$ cat config.mk
export PLATFORM = sky130hd
export DESIGN_NAME = dual_wheel_pi_with_line_steer_core
export DESIGN_NICKNAME = d
export VERILOG_FILES = /design/src/rtl/dwps_pkg.sv /design/src/rtl/dwps_pi_wheel.sv /design/src/rtl/dwps_steer.sv /design/src/rtl/dual_wheel_pi_with_line_steer_core.sv
export SDC_FILE = /design/constraint.sdc
export NUM_CORES = 2
export LEC_CHECK = 0
export ABC_AREA = 1
export BUFFER_PORTS_ARGS = -buffer_cell sky130_fd_sc_hd__buf_2
export CORE_MARGIN = 3
export CORE_UTILIZATION = 30
export CTS_BUF_LIST = sky130_fd_sc_hd__clkbuf_8
export CTS_CLUSTER_DIAMETER = 30
export DETAILED_ROUTE_END_ITERATION = 8
export HOLD_SLACK_MARGIN = 0.05
export SLEW_MARGIN = 20
export SYNTH_ARGS = -nofsm -noshare
export SYNTH_HDL_FRONTEND = slang
export SYNTH_SLANG_ARGS = --single-unit
$ cat constraint.sdc
create_clock -name clk -period 20.2 [get_ports clk]
set_input_delay 2.02 -clock clk [delete_from_list [all_inputs] [get_ports clk]]
set_output_delay 2.02 -clock clk [all_outputs]
set_load 0.01 [all_outputs]
$ cat src/rtl/dwps_pkg.sv
// Shared types, constants and helpers for the dual-wheel PI drive with line steering.
// Used by the drive modules in rtl/ but not by dwps_checker; depends on nothing else.
package dwps_pkg;

  // Full-scale duty, the hard ceiling on the drive limit
  localparam logic [12:0] DUTY_FULL = 13'd7200;

  // Register map of the configuration port
  typedef enum logic [2:0] {
    CFG_SPEED_KP  = 3'd0,
    CFG_SPEED_KI  = 3'd1,
    CFG_STEER_KP  = 3'd2,
    CFG_STEER_KD  = 3'd3,
    CFG_LEFT_TGT  = 3'd4,
    CFG_RIGHT_TGT = 3'd5,
    CFG_DRV_LIMIT = 3'd6
  } cfg_idx_t;

  // Register values after reset
  localparam logic [15:0] RST_SPEED_KP  = 16'd3072;
  localparam logic [15:0] RST_SPEED_KI  = 16'd3072;
  localparam logic [15:0] RST_STEER_KP  = 16'd4301;
  localparam logic [15:0] RST_STEER_KD  = 16'd1485;
  localparam logic [15:0] RST_LEFT_TGT  = 16'd10;
  localparam logic [15:0] RST_RIGHT_TGT = 16'd10;
  localparam logic [12:0] RST_DRV_LIMIT = 13'd6900;

  // Pipeline advance strobes: adv1 loads stage 1, adv2 loads the result stage
  typedef struct packed {
    logic adv1;
    logic adv2;
  } adv_t;

  // Clamp a signed drive to +/- lim, return {reverse, magnitude}
  function automatic logic [13:0] drive_clamp(logic signed [32:0] drive, logic [12:0] lim);
    logic signed [32:0] slim;
    logic signed [32:0] clip;
    logic               rev;
    logic [12:0]        mag;
    slim = $signed({20'd0, lim});
    if (drive > slim) begin
      clip = slim;
    end else if (drive < -slim) begin
      clip = -slim;
    end else begin
      clip = drive;
    end
    rev = clip[32];
    mag = rev ? 13'(-clip) : clip[12:0];
    return {rev, mag};
  endfunction

endpackage

$ cat src/rtl/dwps_pi_wheel.sv
// Incremental PI speed loop for one wheel: error and increment stage, then
// saturating accumulator. Depends on dwps_pkg.
module dwps_pi_wheel (
  input  logic                clk,
  input  logic                rst_n,
  input  dwps_pkg::adv_t      adv,
  input  logic signed [15:0]  count,
  input  logic signed [15:0]  target,
  input  logic [15:0]         kp,
  input  logic [15:0]         ki,
  output logic signed [31:0]  accum_new
);

  logic signed [16:0] prev_err_r;
  logic signed [26:0] inc_r;
  logic signed [31:0] accum_r;

  logic signed [16:0] err;
  logic signed [17:0] diff;
  logic signed [16:0] kp_s;
  logic signed [16:0] ki_s;
  logic signed [34:0] prod_p;
  logic signed [34:0] prod_i;
  logic signed [34:0] sum;
  logic signed [34:0] rnd;
  logic signed [26:0] inc_nxt;
  logic signed [32:0] acc_sum;

  // Stage 1: error, PI increment, truncated toward zero
  always_comb begin
    err     = {count[15], count} - {target[15], target};
    diff    = {err[16], err} - {prev_err_r[16], prev_err_r};
    kp_s    = $signed({1'b0, kp});
    ki_s    = $signed({1'b0, ki});
    prod_p  = kp_s * diff;
    prod_i  = ki_s * err;
    sum     = prod_p + prod_i;
    rnd     = sum + (sum[34] ? 35'sd255 : 35'sd0);
    inc_nxt = 27'(rnd >>> 8);
  end

  always_ff @(posedge clk) begin
    if (!rst_n) begin
      prev_err_r <= '0;
    end else if (adv.adv1) begin
      prev_err_r <= err;
    end
  end

  always_ff @(posedge clk) begin
    if (adv.adv1) begin
      inc_r <= inc_nxt;
    end
  end

  // Stage 2: accumulate with saturation at the 32-bit bounds
  always_comb begin
    acc_sum = {accum_r[31], accum_r} + {{6{inc_r[26]}}, inc_r};
    if (acc_sum[32] != acc_sum[31]) begin
      accum_new = acc_sum[32] ? 32'sh8000_0000 : 32'sh7fff_ffff;
    end else begin
      accum_new = acc_sum[31:0];
    end
  end

  always_ff @(posedge clk) begin
    if (!rst_n) begin
      accum_r <= '0;
    end else if (adv.adv2) begin
      accum_r <= accum_new;
    end
  end

endmodule

$ cat src/rtl/dwps_steer.sv
// PD line steering term from the line offset about the image centre.
// Depends on dwps_pkg.
module dwps_steer #(
  parameter int IMAGE_WIDTH = 128
) (
  input  logic                clk,
  input  logic                rst_n,
  input  dwps_pkg::adv_t      adv,
  input  logic [7:0]          center,
  input  logic [15:0]         kp,
  input  logic [15:0]         kd,
  output logic signed [18:0]  steer_r
);

  localparam logic [8:0] HALF_OFF = 9'(IMAGE_WIDTH / 2);

  logic signed [8:0]  prev_off_r;
  logic signed [8:0]  off;
  logic signed [9:0]  doff;
  logic signed [16:0] kp_s;
  logic signed [16:0] kd_s;
  logic signed [26:0] prod_p;
  logic signed [26:0] prod_d;
  logic signed [26:0] sum;
  logic signed [26:0] rnd;
  logic signed [18:0] steer_nxt;

  // Offset, derivative and scaled PD sum, truncated toward zero
  always_comb begin
    off       = $signed({1'b0, center} - HALF_OFF);
    doff      = {off[8], off} - {prev_off_r[8], prev_off_r};
    kp_s      = $signed({1'b0, kp});
    kd_s      = $signed({1'b0, kd});
    prod_p    = kp_s * off;
    prod_d    = kd_s * doff;
    sum       = prod_p + prod_d;
    rnd       = sum + (sum[26] ? 27'sd255 : 27'sd0);
    steer_nxt = 19'(rnd >>> 8);
  end

  always_ff @(posedge clk) begin
    if (!rst_n) begin
      prev_off_r <= '0;
    end else if (adv.adv1) begin
      prev_off_r <= off;
    end
  end

  always_ff @(posedge clk) begin
    if (adv.adv1) begin
      steer_r <= steer_nxt;
    end
  end

endmodule

$ cat src/rtl/dual_wheel_pi_with_line_steer_core.sv
// Dual-wheel incremental PI speed control with PD line steering, three-stage pipeline.
// Items pass from the input register through stage 1 to the result register on out_*.
// Throughput: one item per cycle while out_stall is low; stalled, earlier stages still fill.
// Reset (rst_n low, synchronous) clears accumulators, previous errors and offset, and
// returns every configuration register to its default. Depends on dwps_pkg, dwps_pi_wheel,
// dwps_steer.
module dual_wheel_pi_with_line_steer_core #(
  parameter int IMAGE_WIDTH = 128
) (
  input  logic               clk,
  input  logic               rst_n,
  // input items
  input  logic               in_valid,
  output logic               in_stall,
  input  logic signed [15:0] in_left_count,
  input  logic signed [15:0] in_right_count,
  input  logic [7:0]         in_line_center,
  // result items
  output logic               out_valid,
  input  logic               out_stall,
  output logic [12:0]        out_left_magnitude,
  output logic               out_left_reverse,
  output logic [12:0]        out_right_magnitude,
  output logic               out_right_reverse,
  // configuration
  input  logic               cfg_valid,
  output logic               cfg_ready,
  input  logic [2:0]         cfg_index,
  input  logic [15:0]        cfg_wdata
);

  // configuration registers
  logic [15:0]        speed_kp_r;
  logic [15:0]        speed_ki_r;
  logic [15:0]        steer_kp_r;
  logic [15:0]        steer_kd_r;
  logic signed [15:0] left_tgt_r;
  logic signed [15:0] right_tgt_r;
  logic [12:0]        drv_limit_r;

  // pipeline
  logic               v0_r;
  logic               v1_r;
  logic               out_valid_r;
  logic signed [15:0] lc_r;
  logic signed [15:0] rc_r;
  logic [7:0]         center_r;
  logic               en0;
  logic               en1;
  logic               en2;
  dwps_pkg::adv_t     adv;

  logic signed [31:0] left_acc;
  logic signed [31:0] right_acc;
  logic signed [18:0] steer_r;
  logic [12:0]        lim;
  logic signed [32:0] left_drive;
  logic signed [32:0] right_drive;
  logic [13:0]        left_cl;
  logic [13:0]        right_cl;
  logic [12:0]        left_mag_r;
  logic               left_rev_r;
  logic [12:0]        right_mag_r;
  logic               right_rev_r;

  // Configuration writes, always ready
  assign cfg_ready = 1'b1;

  always_ff @(posedge clk) begin
    if (!rst_n) begin
      speed_kp_r  <= dwps_pkg::RST_SPEED_KP;
      speed_ki_r  <= dwps_pkg::RST_SPEED_KI;
      steer_kp_r  <= dwps_pkg::RST_STEER_KP;
      steer_kd_r  <= dwps_pkg::RST_STEER_KD;
      left_tgt_r  <= dwps_pkg::RST_LEFT_TGT;
      right_tgt_r <= dwps_pkg::RST_RIGHT_TGT;
      drv_limit_r <= dwps_pkg::RST_DRV_LIMIT;
    end else if (cfg_valid && cfg_ready) begin
      unique case (dwps_pkg::cfg_idx_t'(cfg_index))
        dwps_pkg::CFG_SPEED_KP:  speed_kp_r  <= cfg_wdata;
        dwps_pkg::CFG_SPEED_KI:  speed_ki_r  <= cfg_wdata;
        dwps_pkg::CFG_STEER_KP:  steer_kp_r  <= cfg_wdata;
        dwps_pkg::CFG_STEER_KD:  steer_kd_r  <= cfg_wdata;
        dwps_pkg::CFG_LEFT_TGT:  left_tgt_r  <= cfg_wdata;
        dwps_pkg::CFG_RIGHT_TGT: right_tgt_r <= cfg_wdata;
        dwps_pkg::CFG_DRV_LIMIT: drv_limit_r <= cfg_wdata[12:0];
        default: ;
      endcase
    end
  end

  // Stage enables: a stage loads when it is empty or its contents move on
  always_comb begin
    en2      = !out_valid_r || !out_stall;
    en1      = !v1_r || en2;
    en0      = !v0_r || en1;
    in_stall = !en0;
    adv.adv1 = v0_r && en1;
    adv.adv2 = v1_r && en2;
  end

  always_ff @(posedge clk) begin
    if (!rst_n) begin
      v0_r        <= 1'b0;
      v1_r        <= 1'b0;
      out_valid_r <= 1'b0;
    end else begin
      if (en0) v0_r <= in_valid;
      if (en1) v1_r <= v0_r;
      if (en2) out_valid_r <= v1_r;
    end
  end

  // Input register
  always_ff @(posedge clk) begin
    if (en0 && in_valid) begin
      lc_r     <= in_left_count;
      rc_r     <= in_right_count;
      center_r <= in_line_center;
    end
  end

  // Per-wheel PI loops and the shared steering term
  dwps_pi_wheel u_left (
    .clk       (clk),
    .rst_n     (rst_n),
    .adv       (adv),
    .count     (lc_r),
    .target    (left_tgt_r),
    .kp        (speed_kp_r),
    .ki        (speed_ki_r),
    .accum_new (left_acc)
  );

  dwps_pi_wheel u_right (
    .clk       (clk),
    .rst_n     (rst_n),
    .adv       (adv),
    .count     (rc_r),
    .target    (right_tgt_r),
    .kp        (speed_kp_r),
    .ki        (speed_ki_r),
    .accum_new (right_acc)
  );

  dwps_steer #(
    .IMAGE_WIDTH (IMAGE_WIDTH)
  ) u_steer (
    .clk     (clk),
    .rst_n   (rst_n),
    .adv     (adv),
    .center  (center_r),
    .kp      (steer_kp_r),
    .kd      (steer_kd_r),
    .steer_r (steer_r)
  );

  // Mix steering into each drive and clamp
  always_comb begin
    lim         = (drv_limit_r > dwps_pkg::DUTY_FULL) ? dwps_pkg::DUTY_FULL : drv_limit_r;
    left_drive  = {left_acc[31], left_acc} - {{14{steer_r[18]}}, steer_r};
    right_drive = {right_acc[31], right_acc} + {{14{steer_r[18]}}, steer_r};
    left_cl     = dwps_pkg::drive_clamp(left_drive, lim);
    right_cl    = dwps_pkg::drive_clamp(right_drive, lim);
  end

  // Result register
  always_ff @(posedge clk) begin
    if (adv.adv2) begin
      left_mag_r  <= left_cl[12:0];
      left_rev_r  <= left_cl[13];
      right_mag_r <= right_cl[12:0];
      right_rev_r <= right_cl[13];
    end
  end

  assign out_valid           = out_valid_r;
  assign out_left_magnitude  = left_mag_r;
  assign out_left_reverse    = left_rev_r;
  assign out_right_magnitude = right_mag_r;
  assign out_right_reverse   = right_rev_r;

endmodule

==> impl_metrics.env <==
export IMPL_outcome="finished clean"
export IMPL_firstDrtPassIters=6
export IMPL_cts_sinks=360
export IMPL_row_count=192
export IMPL_ys_flop_type="dfxtp_1"
export IMPL_dieWidth_um=531.2
export IMPL_reg2reg_setup_slack_ns=5.96
export IMPL_place_inst=14500
export IMPL_track_usage_pct=18.40
export IMPL_dp_hpwl_um=209900
export IMPL_antenna_found_initial=13
export IMPL_yosysSeqAreaShare_pct=10.41
export IMPL_syn_to_final_growth_pct=8.252
export IMPL_ys_async_sr_fraction_pct=0
export IMPL_crit_path_end_kind="flop"
export IMPL_synth_top_area_share_pct=32.34
export IMPL_cts_made_buffers=94
export IMPL_yosys_area_share_xor_xnor_pct=3.591
export IMPL_slew_viol_final=0
export IMPL_portBuffers=93
export IMPL_syn_area_um2=82750
export IMPL_synth_cells=10920
export IMPL_die_h_um=531.2
export IMPL_start_util_pct=30.19
export IMPL_final_nets=13200
export IMPL_layout_cells_non_filler=14680
export IMPL_grt_max_degree=97
export IMPL_drt_iter0_drc=5237
export IMPL_relSlewSlack_pct=24.57
export IMPL_drc=0
export IMPL_insertion_delay_ns=0.82
export IMPL_tns_ns=0
export IMPL_grt_pass1_wl_um=405500
export IMPL_cts_resized=0
export IMPL_postCtsHoldBufs=0
export IMPL_max_freq_ghz=0.07021
export IMPL_cp_slowest_stage_delay_ns=0.60
export IMPL_drt_wl_total_um=256100
export IMPL_cts_root_buf="clkbuf_8"
export IMPL_critical_path_slowest_cell="xor2_2"
export IMPL_yosys_area_top_type="fa_1"
export IMPL_viasPerCell=4.723
export IMPL_arrival_ns=14.80
export IMPL_cap_violations=0
export IMPL_ys_types=71
export IMPL_critical_path_max_fanout=10
export IMPL_clkTransAtPathRegs_ns=0.06
export IMPL_synth_top_family_by_area="adder cells"
export IMPL_syn_num_nets=13210
export IMPL_drtAntennaViolNets=0
export IMPL_cts_max_level=3
export IMPL_cp_start_kind="flop"
export IMPL_cts_tree="done"
export IMPL_period_needed_ns=14.24
export IMPL_required_ns=20.76
export IMPL_ys_warn_count=0
export IMPL_synthMuxAreaShare_pct=0
export IMPL_routedWlPerCell_um=17.45
export IMPL_vias=69330
export IMPL_grt_pass1_vias=70700
export IMPL_synthTopCellsByCount="2521 x inv_1, 2361 x nand2_1, 1337 x fa_1"
export IMPL_io_pins=95
export IMPL_postSynthAreaPerCell_um2=7.579
export IMPL_layout_drive_gt1_share_pct=4.685
export IMPL_synth_edff_count=141
export IMPL_setup_viol=0
export IMPL_core_region_area_um2=274100
export IMPL_gp_routability_congestion=0.9353
export IMPL_cts_buffer_depth=3
export IMPL_worstMarginPinSlew_ns=1.123
export IMPL_synth_most_common_cell="inv_1"
export IMPL_hold_class="flop to flop"
export IMPL_yosys_area_share_simple_pct=19.46
export IMPL_period_share_pct=70.51
export IMPL_rsz0062_at_grt="false"
export IMPL_synth_compound_area_share_pct=7.673
export IMPL_synth_fa_ha_area_share_pct=45.76
export IMPL_synth_seq_cells=360
export IMPL_fin_util_pct=32.68
export IMPL_finClkSkew_ns=0.04995
export IMPL_worstSetupPathType="flop to flop"
export IMPL_synthTopCellsByArea="fa_1 32%, ha_1 13%, inv_1 11%, nand2_1 11%, dfxtp_1 5.3%"
export IMPL_die_area_um2=282200
export IMPL_post_cts_buffers=0
export IMPL_finalHoldViolations=0
export IMPL_grt_ovfl_total=0
==> per-stage QoR <==
| step | hold WS [ns] | worst slack [ns] | area, µm² |
|---|---|---|---|
| 5_1_grt | 0.4864 | 5.063 | 89580 |
| 3_3_place_gp | 0.4465 | 6.242 | 87390 |
| 3_5_place_dp | 0.4513 | 6.098 | 87390 |
| 6_report | 0.4599 | 5.957 | 89580 |
| 2_1_floorplan | 0.4331 | 7.941 | 82750 |
| 4_1_cts | 0.4599 | 6.123 | 89570 |
==> final timing paths <==
check,from,end,cells past startpoint
worst min register to register,u_steer.prev_off_r[4],u_steer.prev_off_r[4],2
worst max-delay path,right_tgt_r[2],u_right.inc_r[13],60
worst max register to register,right_tgt_r[2],u_right.inc_r[13],60
worst min-delay path,u_steer.prev_off_r[4],u_steer.prev_off_r[4],2
==> kinds of logic (layout without fill, tap and decap cells) <==
| logic type | Yosys count | after routing |
|---|---|---|
| buffers and inverters | 2872 | 2946 |
| flip-flops | 360 | 360 |
| adder cells (fa/ha/maj) | 2224 | 2224 |
| XOR/XNOR | 333 | 333 |
| other | 1 | 2 |
| AO/OA/AOI/OAI | 1164 | 1164 |
| AND/OR/NAND/NOR | 3965 | 3965 |
==> critical path, delay by kind of cell, from the launching register on <==
family                     cells  cell delay (ns)
AOI/OAI and AO/OA             16             3.22
DFF                            1             0.32
buffers and inverters         12             1.32
and+or+nand+nor               15             1.72
adders and majority gates     15             6.66
xor gates and xnor gates       2             0.75
==> state kept, by name (all words and copies together), names as in the netlist, 8 cells and up <==
register / flops
out_right_magnitude: 13
center_r: 8
u_left.accum_r: 32
out_left_magnitude: 13
u_steer.steer_r: 19
steer_kp_r: 16
u_steer.prev_off_r: 9
u_right.inc_r: 27
lc_r: 16
u_left.inc_r: 27
drv_limit_r: 13
speed_kp_r: 16
rc_r: 16
u_right.prev_err_r: 17
u_right.accum_r: 32
left_tgt_r: 16
u_left.prev_err_r: 17
speed_ki_r: 16
right_tgt_r: 16
steer_kd_r: 16
==> metal layers <==
layer / track usage, % / wire, µm / vias to the layer above
met1: 24.55 / 111900 / 33390
met2: 29.76 / 113700 / 2355
met5: 0.1709 / 123 / -
li1: - / - / 33090
met3: 3.282 / 19600 / 482
met4: 6.636 / 10760 / 10
==> final cells by class <==
class | count | area [µm²]
fillers | 29370 | 184500
multi-input cells | 7687 | 63320
inverters | 2591 | 9732
flip-flops and latches | 360 | 8618
well taps | 3686 | 4612
clock buffers | 97 | 1335
repair buffers | 178 | 1106
clock inverters | 80 | 852.1
diodes | 1 | 2.502
==> cell usage in the layout (no fill, tap or decap), types with 67 or more instances in the layout <==
| cell type | count |
|---|---|
| clkbuf_8 | 97 |
| nand4_1 | 77 |
| a21oi_1 | 569 |
| nand2_1 | 2360 |
| ha_1 | 887 |
| xnor2_1 | 118 |
| o21ai_0 | 374 |
| edfxtp_1 | 141 |
| inv_1 | 2529 |
| nor3_1 | 83 |
| nand3_1 | 281 |
| buf_4 | 86 |
| dfxtp_1 | 219 |
| buf_2 | 92 |
| nor2_1 | 979 |
| xor2_1 | 209 |
| or2_2 | 67 |
| fa_1 | 1337 |
Power is not shown: default switching activity piles up to over one toggle a cycle in this logic, so the estimate is an artifact.
